<file path="src/rtl/vrl_pkg.sv">
// ---------------------------------------------------------------------------
// vrl_pkg: shared constants, types and helpers for the record log ring
// Sizes of the byte ring and descriptor ring, command codes, wrap helpers.
// ---------------------------------------------------------------------------
package vrl_pkg;

   localparam int BUFFER_BYTES = 64;
   localparam int MAX_RECORDS  = 16;

   localparam int PTR_W  = $clog2(BUFFER_BYTES);
   localparam int IDX_W  = $clog2(MAX_RECORDS);
   localparam int CNT_W  = $clog2(MAX_RECORDS + 1);
   localparam int FREE_W = $clog2(BUFFER_BYTES + 1);
   // compare width: holds free byte count and record_len + 1
   localparam int CMP_W  = ((FREE_W > 8) ? FREE_W : 8) + 1;
   localparam int DESC_W = 2 * PTR_W;

   typedef logic [PTR_W-1:0]  ptr_type;
   typedef logic [IDX_W-1:0]  idx_type;
   typedef logic [CNT_W-1:0]  cnt_type;
   typedef logic [CMP_W-1:0]  cmp_type;
   typedef logic [7:0]        byte_type;
   typedef logic [DESC_W-1:0] desc_type;

   localparam logic [1:0] CMD_WRITE  = 2'd0;
   localparam logic [1:0] CMD_DUMP   = 2'd1;
   localparam logic [1:0] CMD_STATUS = 2'd2;

   function automatic ptr_type ptr_inc(input ptr_type p);
      ptr_type r;
      if (p == ptr_type'(BUFFER_BYTES - 1)) r = '0;
      else r = p + ptr_type'(1);
      return r;
   endfunction

   function automatic idx_type idx_inc(input idx_type i);
      idx_type r;
      if (i == idx_type'(MAX_RECORDS - 1)) r = '0;
      else r = i + idx_type'(1);
      return r;
   endfunction

endpackage

</file>
<file path="src/rtl/vrl_req_if.sv">
// ---------------------------------------------------------------------------
// vrl_req_if: request channel of the record log ring
// Valid/ready handshake carrying a command, a data byte and a record length.
// ---------------------------------------------------------------------------
interface vrl_req_if;
   logic       valid;
   logic       ready;
   logic [1:0] cmd;
   logic [7:0] data_byte;
   logic [7:0] record_len;

   modport source (output valid, output cmd, output data_byte, output record_len,
                   input ready);
   modport sink   (input valid, input cmd, input data_byte, input record_len,
                   output ready);
endinterface

</file>
<file path="src/rtl/vrl_rsp_if.sv">
// ---------------------------------------------------------------------------
// vrl_rsp_if: response channel of the record log ring
// Valid/ready handshake carrying dump bytes and status results.
// ---------------------------------------------------------------------------
interface vrl_rsp_if;
   logic       valid;
   logic       ready;
   logic [7:0] out_byte;
   logic       record_end;
   logic       last;
   logic       empty_res;

   modport source (output valid, output out_byte, output record_end, output last,
                   output empty_res, input ready);
   modport sink   (input valid, input out_byte, input record_end, input last,
                   input empty_res, output ready);
endinterface

</file>
<file path="src/rtl/vrl_ram.sv">
// ---------------------------------------------------------------------------
// vrl_ram: generic simple dual-port RAM
// One write port, one read port, read data registered and held when idle.
// ---------------------------------------------------------------------------
module vrl_ram #(
   parameter int WIDTH = 8,
   parameter int DEPTH = 64
) (
   input  logic                     clock,
   input  logic                     wr_en,
   input  logic [$clog2(DEPTH)-1:0] wr_addr,
   input  logic [WIDTH-1:0]         wr_data,
   input  logic                     rd_en,
   input  logic [$clog2(DEPTH)-1:0] rd_addr,
   output logic [WIDTH-1:0]         rd_data
);

   logic [WIDTH-1:0] mem [DEPTH];
   logic [WIDTH-1:0] rd_data_ff;

   always_ff @(posedge clock) begin
      if (wr_en) begin
         mem[wr_addr] <= wr_data;
      end
      if (rd_en) begin
         rd_data_ff <= mem[rd_addr];
      end
   end

   assign rd_data = rd_data_ff;

endmodule

</file>
<file path="src/rtl/variable_record_log_ring.sv">
// ---------------------------------------------------------------------------
// variable_record_log_ring: log of variable-length records, oldest overwritten
// Beats inside a record are written in S_IDLE; an opening beat goes to S_EVICT,
//   then per eviction, bar one that empties the log, to S_EVICT_WAIT.
// A status query waits in S_STATUS for the output register. A dump reads each
//   record's descriptor, then each byte (byte RAM read, then output register).
// Reset clears the ring pointers and record count; dump state and RAMs are kept.
// ---------------------------------------------------------------------------
module variable_record_log_ring (
   input  logic        clock,
   input  logic        reset,
   vrl_req_if.sink     req,
   vrl_rsp_if.source   rsp
);

   localparam logic [2:0] S_IDLE       = 3'd0;
   localparam logic [2:0] S_EVICT      = 3'd1;
   localparam logic [2:0] S_EVICT_WAIT = 3'd2;
   localparam logic [2:0] S_DUMP_RD    = 3'd3;
   localparam logic [2:0] S_DUMP_DESC  = 3'd4;
   localparam logic [2:0] S_BYTE_RD    = 3'd5;
   localparam logic [2:0] S_BYTE_OUT   = 3'd6;
   localparam logic [2:0] S_STATUS     = 3'd7;

   logic [2:0]            state_ff, state_in;
   vrl_pkg::ptr_type      write_pos_ff, write_pos_in;
   vrl_pkg::ptr_type      oldest_ff, oldest_in;
   vrl_pkg::idx_type      head_ff, head_in;
   vrl_pkg::idx_type      tail_ff, tail_in;
   vrl_pkg::cnt_type      count_ff, count_in;
   logic [7:0]            bytes_left_ff, bytes_left_in;
   logic                  discard_ff, discard_in;
   vrl_pkg::ptr_type      open_start_ff, open_start_in;
   vrl_pkg::ptr_type      open_size_ff, open_size_in;
   vrl_pkg::byte_type     hold_byte_ff, hold_byte_in;
   logic [7:0]            hold_len_ff, hold_len_in;
   vrl_pkg::idx_type      dump_idx_ff, dump_idx_in;
   vrl_pkg::cnt_type      recs_ff, recs_in;
   vrl_pkg::ptr_type      dump_ptr_ff, dump_ptr_in;
   vrl_pkg::ptr_type      rem_ff, rem_in;
   vrl_pkg::ptr_type      n_ff, n_in;
   logic                  rsp_valid_ff, rsp_valid_in;
   vrl_pkg::byte_type     out_byte_ff, out_byte_in;
   logic                  record_end_ff, record_end_in;
   logic                  last_ff, last_in;
   logic                  empty_ff, empty_in;

   logic                  b_we, b_re;
   vrl_pkg::ptr_type      b_waddr, b_raddr;
   vrl_pkg::byte_type     b_wdata, b_rdata;
   logic                  d_we, d_re;
   vrl_pkg::idx_type      d_waddr, d_raddr;
   vrl_pkg::desc_type     d_wdata, d_rdata;

   logic                  req_fire, out_free, out_load, need_evict, dump_last;
   vrl_pkg::cmp_type      free_bytes;
   vrl_pkg::idx_type      tail_next;

   vrl_ram #(.WIDTH(8), .DEPTH(vrl_pkg::BUFFER_BYTES)) u_byte_ram (
      .clock   (clock),
      .wr_en   (b_we),
      .wr_addr (b_waddr),
      .wr_data (b_wdata),
      .rd_en   (b_re),
      .rd_addr (b_raddr),
      .rd_data (b_rdata)
   );

   vrl_ram #(.WIDTH(vrl_pkg::DESC_W), .DEPTH(vrl_pkg::MAX_RECORDS)) u_desc_ram (
      .clock   (clock),
      .wr_en   (d_we),
      .wr_addr (d_waddr),
      .wr_data (d_wdata),
      .rd_en   (d_re),
      .rd_addr (d_raddr),
      .rd_data (d_rdata)
   );

   assign req.ready  = (state_ff == S_IDLE);
   assign req_fire   = req.valid && req.ready;
   assign out_free   = !rsp_valid_ff || rsp.ready;
   assign tail_next  = vrl_pkg::idx_inc(tail_ff);

   always_comb begin
      if (write_pos_ff >= oldest_ff) begin
         free_bytes = vrl_pkg::cmp_type'(vrl_pkg::BUFFER_BYTES)
                    - (vrl_pkg::cmp_type'(write_pos_ff) - vrl_pkg::cmp_type'(oldest_ff));
      end else begin
         free_bytes = vrl_pkg::cmp_type'(oldest_ff) - vrl_pkg::cmp_type'(write_pos_ff);
      end
   end

   assign need_evict = (count_ff >= vrl_pkg::cnt_type'(vrl_pkg::MAX_RECORDS))
                    || ((count_ff != '0)
                        && (free_bytes <= vrl_pkg::cmp_type'(hold_len_ff)
                                          + vrl_pkg::cmp_type'(1)));

   assign dump_last = ((rem_ff == vrl_pkg::ptr_type'(1))
                       && (recs_ff == vrl_pkg::cnt_type'(1)))
                   || (n_ff == vrl_pkg::ptr_type'(vrl_pkg::BUFFER_BYTES - 3));

   always_comb begin
      state_in      = state_ff;
      write_pos_in  = write_pos_ff;
      oldest_in     = oldest_ff;
      head_in       = head_ff;
      tail_in       = tail_ff;
      count_in      = count_ff;
      bytes_left_in = bytes_left_ff;
      discard_in    = discard_ff;
      open_start_in = open_start_ff;
      open_size_in  = open_size_ff;
      hold_byte_in  = hold_byte_ff;
      hold_len_in   = hold_len_ff;
      dump_idx_in   = dump_idx_ff;
      recs_in       = recs_ff;
      dump_ptr_in   = dump_ptr_ff;
      rem_in        = rem_ff;
      n_in          = n_ff;
      out_byte_in   = out_byte_ff;
      record_end_in = record_end_ff;
      last_in       = last_ff;
      empty_in      = empty_ff;
      out_load      = 1'b0;
      b_we          = 1'b0;
      b_waddr       = write_pos_ff;
      b_wdata       = hold_byte_ff;
      b_re          = 1'b0;
      b_raddr       = dump_ptr_ff;
      d_we          = 1'b0;
      d_waddr       = head_ff;
      d_wdata       = {open_start_ff, open_size_ff};
      d_re          = 1'b0;
      d_raddr       = dump_idx_ff;

      unique case (state_ff)
         S_IDLE: begin
            if (req_fire) begin
               priority if (req.cmd == vrl_pkg::CMD_WRITE) begin
                  if (bytes_left_ff != '0) begin
                     // continue the open record
                     if (!discard_ff) begin
                        b_we         = 1'b1;
                        b_wdata      = req.data_byte;
                        write_pos_in = vrl_pkg::ptr_inc(write_pos_ff);
                     end
                     bytes_left_in = bytes_left_ff - 8'd1;
                     if (bytes_left_ff == 8'd1) begin
                        discard_in = 1'b0;
                        if (!discard_ff) begin
                           d_we     = 1'b1;
                           head_in  = vrl_pkg::idx_inc(head_ff);
                           count_in = count_ff + vrl_pkg::cnt_type'(1);
                           if (count_ff == '0) oldest_in = open_start_ff;
                        end
                     end
                  end else if (req.record_len == 8'd0) begin
                     // drop zero-length record
                  end else if (vrl_pkg::cmp_type'(req.record_len)
                               > vrl_pkg::cmp_type'(vrl_pkg::BUFFER_BYTES - 2)) begin
                     discard_in    = 1'b1;
                     bytes_left_in = req.record_len - 8'd1;
                  end else begin
                     hold_byte_in = req.data_byte;
                     hold_len_in  = req.record_len;
                     state_in     = S_EVICT;
                  end
               end else if (req.cmd == vrl_pkg::CMD_DUMP) begin
                  if (count_ff != '0) begin
                     dump_idx_in = tail_ff;
                     recs_in     = count_ff;
                     n_in        = '0;
                     state_in    = S_DUMP_RD;
                  end
               end else if (req.cmd == vrl_pkg::CMD_STATUS) begin
                  state_in = S_STATUS;
               end else begin
                  // unused command: no result
               end
            end
         end

         S_EVICT: begin
            if (need_evict) begin
               tail_in  = tail_next;
               count_in = count_ff - vrl_pkg::cnt_type'(1);
               if (count_ff == vrl_pkg::cnt_type'(1)) begin
                  oldest_in = write_pos_ff;
               end else begin
                  d_re     = 1'b1;
                  d_raddr  = tail_next;
                  state_in = S_EVICT_WAIT;
               end
            end else begin
               // open the record and store its first byte
               open_start_in = write_pos_ff;
               open_size_in  = vrl_pkg::ptr_type'(hold_len_ff);
               discard_in    = 1'b0;
               b_we          = 1'b1;
               write_pos_in  = vrl_pkg::ptr_inc(write_pos_ff);
               bytes_left_in = hold_len_ff - 8'd1;
               if (hold_len_ff == 8'd1) begin
                  d_we     = 1'b1;
                  d_wdata  = {write_pos_ff, vrl_pkg::ptr_type'(hold_len_ff)};
                  head_in  = vrl_pkg::idx_inc(head_ff);
                  count_in = count_ff + vrl_pkg::cnt_type'(1);
                  if (count_ff == '0) oldest_in = write_pos_ff;
               end
               state_in = S_IDLE;
            end
         end

         S_EVICT_WAIT: begin
            oldest_in = d_rdata[vrl_pkg::DESC_W-1 -: vrl_pkg::PTR_W];
            state_in  = S_EVICT;
         end

         S_DUMP_RD: begin
            d_re     = 1'b1;
            state_in = S_DUMP_DESC;
         end

         S_DUMP_DESC: begin
            dump_ptr_in = d_rdata[vrl_pkg::DESC_W-1 -: vrl_pkg::PTR_W];
            rem_in      = d_rdata[vrl_pkg::PTR_W-1:0];
            state_in    = S_BYTE_RD;
         end

         S_BYTE_RD: begin
            // issue the read only when the output register frees up next cycle
            if (out_free) begin
               b_re     = 1'b1;
               state_in = S_BYTE_OUT;
            end
         end

         S_BYTE_OUT: begin
            out_load      = 1'b1;
            out_byte_in   = b_rdata;
            record_end_in = (rem_ff == vrl_pkg::ptr_type'(1));
            last_in       = dump_last;
            empty_in      = 1'b0;
            n_in          = n_ff + vrl_pkg::ptr_type'(1);
            dump_ptr_in   = vrl_pkg::ptr_inc(dump_ptr_ff);
            rem_in        = rem_ff - vrl_pkg::ptr_type'(1);
            priority if (dump_last) begin
               state_in = S_IDLE;
            end else if (rem_ff == vrl_pkg::ptr_type'(1)) begin
               dump_idx_in = vrl_pkg::idx_inc(dump_idx_ff);
               recs_in     = recs_ff - vrl_pkg::cnt_type'(1);
               state_in    = S_DUMP_RD;
            end else begin
               state_in = S_BYTE_RD;
            end
         end

         S_STATUS: begin
            if (out_free) begin
               out_load      = 1'b1;
               out_byte_in   = '0;
               record_end_in = 1'b0;
               last_in       = 1'b1;
               empty_in      = (count_ff == '0);
               state_in      = S_IDLE;
            end
         end

         default: begin
            state_in = S_IDLE;
         end
      endcase

      priority if (out_load) begin
         rsp_valid_in = 1'b1;
      end else if (rsp.ready) begin
         rsp_valid_in = 1'b0;
      end else begin
         rsp_valid_in = rsp_valid_ff;
      end
   end

   always_ff @(posedge clock) begin
      if (reset) begin
         state_ff      <= S_IDLE;
         write_pos_ff  <= '0;
         oldest_ff     <= '0;
         head_ff       <= '0;
         tail_ff       <= '0;
         count_ff      <= '0;
         bytes_left_ff <= '0;
         discard_ff    <= 1'b0;
         open_start_ff <= '0;
         open_size_ff  <= '0;
         rsp_valid_ff  <= 1'b0;
      end else begin
         state_ff      <= state_in;
         write_pos_ff  <= write_pos_in;
         oldest_ff     <= oldest_in;
         head_ff       <= head_in;
         tail_ff       <= tail_in;
         count_ff      <= count_in;
         bytes_left_ff <= bytes_left_in;
         discard_ff    <= discard_in;
         open_start_ff <= open_start_in;
         open_size_ff  <= open_size_in;
         rsp_valid_ff  <= rsp_valid_in;
      end
   end

   always_ff @(posedge clock) begin
      hold_byte_ff  <= hold_byte_in;
      hold_len_ff   <= hold_len_in;
      dump_idx_ff   <= dump_idx_in;
      recs_ff       <= recs_in;
      dump_ptr_ff   <= dump_ptr_in;
      rem_ff        <= rem_in;
      n_ff          <= n_in;
      out_byte_ff   <= out_byte_in;
      record_end_ff <= record_end_in;
      last_ff       <= last_in;
      empty_ff      <= empty_in;
   end

   assign rsp.valid      = rsp_valid_ff;
   assign rsp.out_byte   = out_byte_ff;
   assign rsp.record_end = record_end_ff;
   assign rsp.last       = last_ff;
   assign rsp.empty_res  = empty_ff;

   a_count_bound: assert property (@(posedge clock) disable iff (reset)
      count_ff <= vrl_pkg::cnt_type'(vrl_pkg::MAX_RECORDS))
      else $error("record count above descriptor ring depth");

   a_discard_open: assert property (@(posedge clock) disable iff (reset)
      discard_ff |-> (bytes_left_ff != '0))
      else $error("discard flag set with no bytes pending");

   a_out_no_overrun: assert property (@(posedge clock) disable iff (reset)
      out_load |-> (!rsp_valid_ff || rsp.ready))
      else $error("output register overwritten while a beat is pending");

   a_empty_ptrs: assert property (@(posedge clock) disable iff (reset)
      (state_ff == S_IDLE && count_ff == '0 && bytes_left_ff == '0)
      |-> (oldest_ff == write_pos_ff))
      else $error("empty log with oldest pointer apart from write pointer");

endmodule
</file>
<file path="src/flat_wrapper.sv">
// flat-port wrapper written by rule: the top's interface ports become plain ports
module variable_record_log_ring_flat 
  (clock, reset, req_valid, req_cmd, req_data_byte, req_record_len, req_ready, rsp_valid, rsp_out_byte, rsp_record_end, rsp_last, rsp_empty_res, rsp_ready);
  vrl_req_if req_i ();
  vrl_rsp_if rsp_i ();
  input  logic clock;
  input  logic reset;
  input wire logic [$bits(req_i.valid)-1:0] req_valid;
  input wire logic [$bits(req_i.cmd)-1:0] req_cmd;
  input wire logic [$bits(req_i.data_byte)-1:0] req_data_byte;
  input wire logic [$bits(req_i.record_len)-1:0] req_record_len;
  output wire logic [$bits(req_i.ready)-1:0] req_ready;
  output wire logic [$bits(rsp_i.valid)-1:0] rsp_valid;
  output wire logic [$bits(rsp_i.out_byte)-1:0] rsp_out_byte;
  output wire logic [$bits(rsp_i.record_end)-1:0] rsp_record_end;
  output wire logic [$bits(rsp_i.last)-1:0] rsp_last;
  output wire logic [$bits(rsp_i.empty_res)-1:0] rsp_empty_res;
  input wire logic [$bits(rsp_i.ready)-1:0] rsp_ready;
  assign req_i.valid = req_valid;
  assign req_i.cmd = req_cmd;
  assign req_i.data_byte = req_data_byte;
  assign req_i.record_len = req_record_len;
  assign req_ready = req_i.ready;
  assign rsp_valid = rsp_i.valid;
  assign rsp_out_byte = rsp_i.out_byte;
  assign rsp_record_end = rsp_i.record_end;
  assign rsp_last = rsp_i.last;
  assign rsp_empty_res = rsp_i.empty_res;
  assign rsp_i.ready = rsp_ready;
  variable_record_log_ring u_core (.clock(clock), .reset(reset), .req(req_i), .rsp(rsp_i));
endmodule
</file>
<file path="config.mk">
export PLATFORM = sky130hd
export DESIGN_NAME = variable_record_log_ring_flat
export DESIGN_NICKNAME = d
export VERILOG_FILES = /design/src/rtl/vrl_pkg.sv /design/src/rtl/vrl_req_if.sv /design/src/rtl/vrl_rsp_if.sv /design/src/rtl/vrl_ram.sv /design/src/rtl/variable_record_log_ring.sv /design/src/flat_wrapper.sv
export SDC_FILE = /design/constraint.sdc
export NUM_CORES = 1
export LEC_CHECK = 0
export BUFFER_PORTS_ARGS = -buffer_cell sky130_fd_sc_hd__buf_2
export CORE_ASPECT_RATIO = 2
export CORE_MARGIN = 2
export CORE_UTILIZATION = 55
export CTS_CLUSTER_SIZE = 25
export DETAILED_ROUTE_END_ITERATION = 10
export PLACE_DENSITY = 0.77
export SETUP_SLACK_MARGIN = 0.05
export SLEW_MARGIN = 10
export SYNTH_ARGS = -nofsm -noshare
export SYNTH_HDL_FRONTEND = slang
export SYNTH_SLANG_ARGS = --single-unit
</file>
<file path="constraint.sdc">
create_clock -name clock -period 7.3 [get_ports clock]
set_input_delay 1.46 -clock clock [delete_from_list [all_inputs] [get_ports clock]]
set_output_delay 1.46 -clock clock [all_outputs]
set_load 0.01 [all_outputs]
</file>
==> results.json <==
{
  "p_leak_nw": 12.3,
  "initial_utilization_pct": 55.6,
  "clk_pin_slew_ns": 0.07,
  "rrSetupSlack_ns": 0.64,
  "die_h_um": 360,
  "grt_usage_pct": 25.6,
  "power_mw": 12.8,
  "hold-worst-slack_ns": 0.458,
  "synth.avg_cell_area_sq_um": 16.7,
  "cpPeakStageDelay_ns": 0.75,
  "antenna_found_initial": 2,
  "dieArea_sq_um": 65600,
  "ys.flop_type": "edfxtp_1",
  "holdCritPathClass": "reg -> reg",
  "ant_nets": 0,
  "slowest_stage": "mux2i_4",
  "num_rows": 130,
  "wl_met3_um": 4670,
  "worstPathArrival_ns": 7.08,
  "syn_nets": 2167,
  "final-setup-viol-count": 0,
  "rsz0062_at_grt": "false",
  "fin_worst_skew_ns": 0.0289,
  "nNetsFinal": 2208,
  "powerDensity_nw_per_um2": 334,
  "grt_max_degree": 134,
  "wire_per_inst_um": 27.9,
  "max_cap_viol_count": 0,
  "outcome": "completed",
  "yosysUniqueCellTypes": 75,
  "overflow": 0,
  "multi_input_area_sq_um": 9880,
  "place.gp.congestion": 0.969,
  "layout.cells.most_common_list": "edfxtp_1 (778), mux4_2 (168), nor2_1 (149), nand2_1 (125), clkbuf_16 (72)",
  "seqCellArea_sq_um": 24400,
  "drc": 0,
  "synth_area_sq_um": 34900,
  "reg2reg_to": "u_core.u_desc_ram.rd_data[4]",
  "cts_tree": "built",
  "place_inst": 2854,
  "top_layer": "met5",
  "crit_end": "u_core.u_desc_ram.rd_data[4]",
  "dr_total_vias": 19100,
  "synth_top_cell_area_share_pct": 67.0,
  "root_buffer": "clkbuf_16",
  "clk_latency_ns": 0.61,
  "required_ns": 7.72,
  "placed_cell_area_sq_um": 36000,
  "path_cells": "inv_1, ha_1, nor2b_1, o21ai_0, a21boi_0, o21ai_0, nand2b_1, a21oi_1, mux2i_1, xnor2_1, ha_1, a211oi_1, a31o_2, nand3_1, a21boi_4, mux2i_4, buf_4, a2111oi_0, a311oi_1, o2bb2ai_1",
  "yosys_warnings": 0,
  "endpoint_kind": "flip-flop",
  "final_area_sq_um": 38300,
  "cts_buffers": 70,
  "layout.cells.non_filler": 2981,
  "finalWirelength_um": 83200,
  "ir_drop_v": 0.000231,
  "crit_path_max_fanout": 24,
  "reg2reg_depth": 20,
  "drv_slew": 0,
  "clock.fmax_ghz": 0.150,
  "htreeDepth": 3,
  "drive_gt1_share_pct": 18.9,
  "worstSetupStartpoint": "u_core.b_waddr[1]",
  "port-buffer-count": 34,
  "syn2layout_area_growth_pct": 9.90,
  "layout_worst_path_cycle_share_pct": 91.2,
  "async_flop_share_pct": 0,
  "synth_edf_count": 778,
  "ys_seq_area_share_pct": 69.8,
  "drt-met1-wl_um": 26600,
  "fill_cells": 4413,
  "cts_resized": 0,
  "die_w_um": 182,
  "start_kind": "flip-flop",
  "crit_type": "reg -> reg",
  "synthCells": 2093,
  "grt_pass1_vias": 19700,
  "synthTopCellsByArea": "edfxtp_1 (67%), mux4_2 (11%), dfxtp_1 (2.9%), ha_1 (1.8%), nor2_1 (1.6%)",
  "relSlewSlack_pct": 17.1,
  "place_hpwl_um": 55900,
  "core_area_sq_um": 62800,
  "met2_length_um": 46400,
  "layout_commonest_cell": "edfxtp_1",
  "cts_post_setup_buffers_inserted": 0,
  "grt_pass1_wl_um": 123000,
  "worstReg2RegStart": "u_core.b_waddr[1]",
  "min_period_ns": 6.66,
  "synth_top_area_cell": "edfxtp_1",
  "fin_setup_tns_ns": 0,
  "hold_buffers": 0,
  "hold_violations": 0,
  "first_iter_violations": 2228,
  "ios": 35,
  "ys_seq_elements": 828,
  "clock_path_buffers": 3,
  "cts_sinks": 828,
  "first_pass_iters": 6,
  "vias_per_cell": 6.41,
  "tightest_slew_ns": 1.24
}
-- Yosys cell counts, drive strengths merged, types with 36 or more instances --
| master | instances |
|---|---|
| a21oi | 62 |
| o21ai | 62 |
| inv | 53 |
| nand2 | 125 |
| nor2 | 152 |
| dfxtp | 50 |
| mux4 | 168 |
| nand3 | 55 |
| o211ai | 36 |
| buf | 41 |
| clkbuf | 73 |
| ha | 50 |
| edfxtp | 778 |
-- registers in the layout, indices dropped and copies added, names as in the netlist, 6 cells and up --
register	flops
u_core.open_size_ff	6
u_core.hold_len_ff	8
u_core.oldest_ff	6
u_core.open_start_ff	6
u_core.n_ff	6
u_core.b_waddr	6
u_core.u_desc_ram.rd_data	12
u_core.b_raddr	6
u_core.bytes_left_ff	8
u_core.u_byte_ram.mem	512
u_core.u_desc_ram.mem	192
u_core.rem_ff	6
u_core.hold_byte_ff	8
u_core.rsp.out_byte	8
u_core.u_byte_ram.rd_data	8
-- worst max-delay path: cells and delay by family (launching register included) --
| family | cells | cell delay (ns) |
|---|---|---|
| xor+xnor | 1 | 0.16 |
| flops | 1 | 0.65 |
| fa+ha+maj | 2 | 0.67 |
| mux | 2 | 1.05 |
| compound gates | 10 | 2.82 |
| simple gates | 3 | 0.55 |
| buf+inv | 2 | 0.55 |
-- power breakdown --
| part | switching [mW] | internal, mW |
|---|---|---|
| logic | 2.07 | 1.24 |
| clock network | 1.68 | 2.16 |
| registers | 0.169 | 5.48 |
-- worst min-delay path by stage --
stage | startpoint | end | slack, ns | cells past startpoint
after floorplan | u_core.open_size_ff[2] | u_core.open_size_ff[2] | 0.43 | 2
after global placement | u_core.open_size_ff[2] | u_core.open_size_ff[2] | 0.44 | 2
after detailed placement | u_core.open_size_ff[3] | u_core.open_size_ff[3] | 0.45 | 2
after CTS | u_core.open_size_ff[3] | u_core.open_size_ff[3] | 0.46 | 2
after global routing | u_core.open_size_ff[3] | u_core.open_size_ff[3] | 0.48 | 2
final | u_core.open_size_ff[3] | u_core.open_size_ff[3] | 0.46 | 2
-- through the flow --
stage	worst slack [ns]	utilization, %
after floorplan	1.95	-
after global placement	1.13	57.3
after detailed placement	0.871	57.3
after CTS	0.796	61.0
after global routing	0.164	61.0
final	0.639	61.1
-- metal layers --
metal  vias up  track usage, %
li1       8351               -
met1      9660            26.3
met2       859            48.5
met3       225            3.42
met4         2            15.7
met5         -               0
-- logic make-up after synthesis --
logic type	Yosys count	synth area share, %
AOI/OAI and AO/OA	310	6.07
DFF	828	69.8
muxes	234	12.9
buffers and inverters	169	1.92
and+or+nand+nor	447	5.98
xor gates and xnor gates	53	1.33
adders and majority gates	52	1.91
-- layout make-up --
type	count	area share, %
sequential	828	63.6
multi-input combinational	1096	25.8
timing repair buffer	83	1.47
inverter	55	0.539
tap	792	2.59
clock inverter	42	1.22
antenna	2	0.0131
clock buffer	83	4.86
Power figures use the tool's default switching activity.
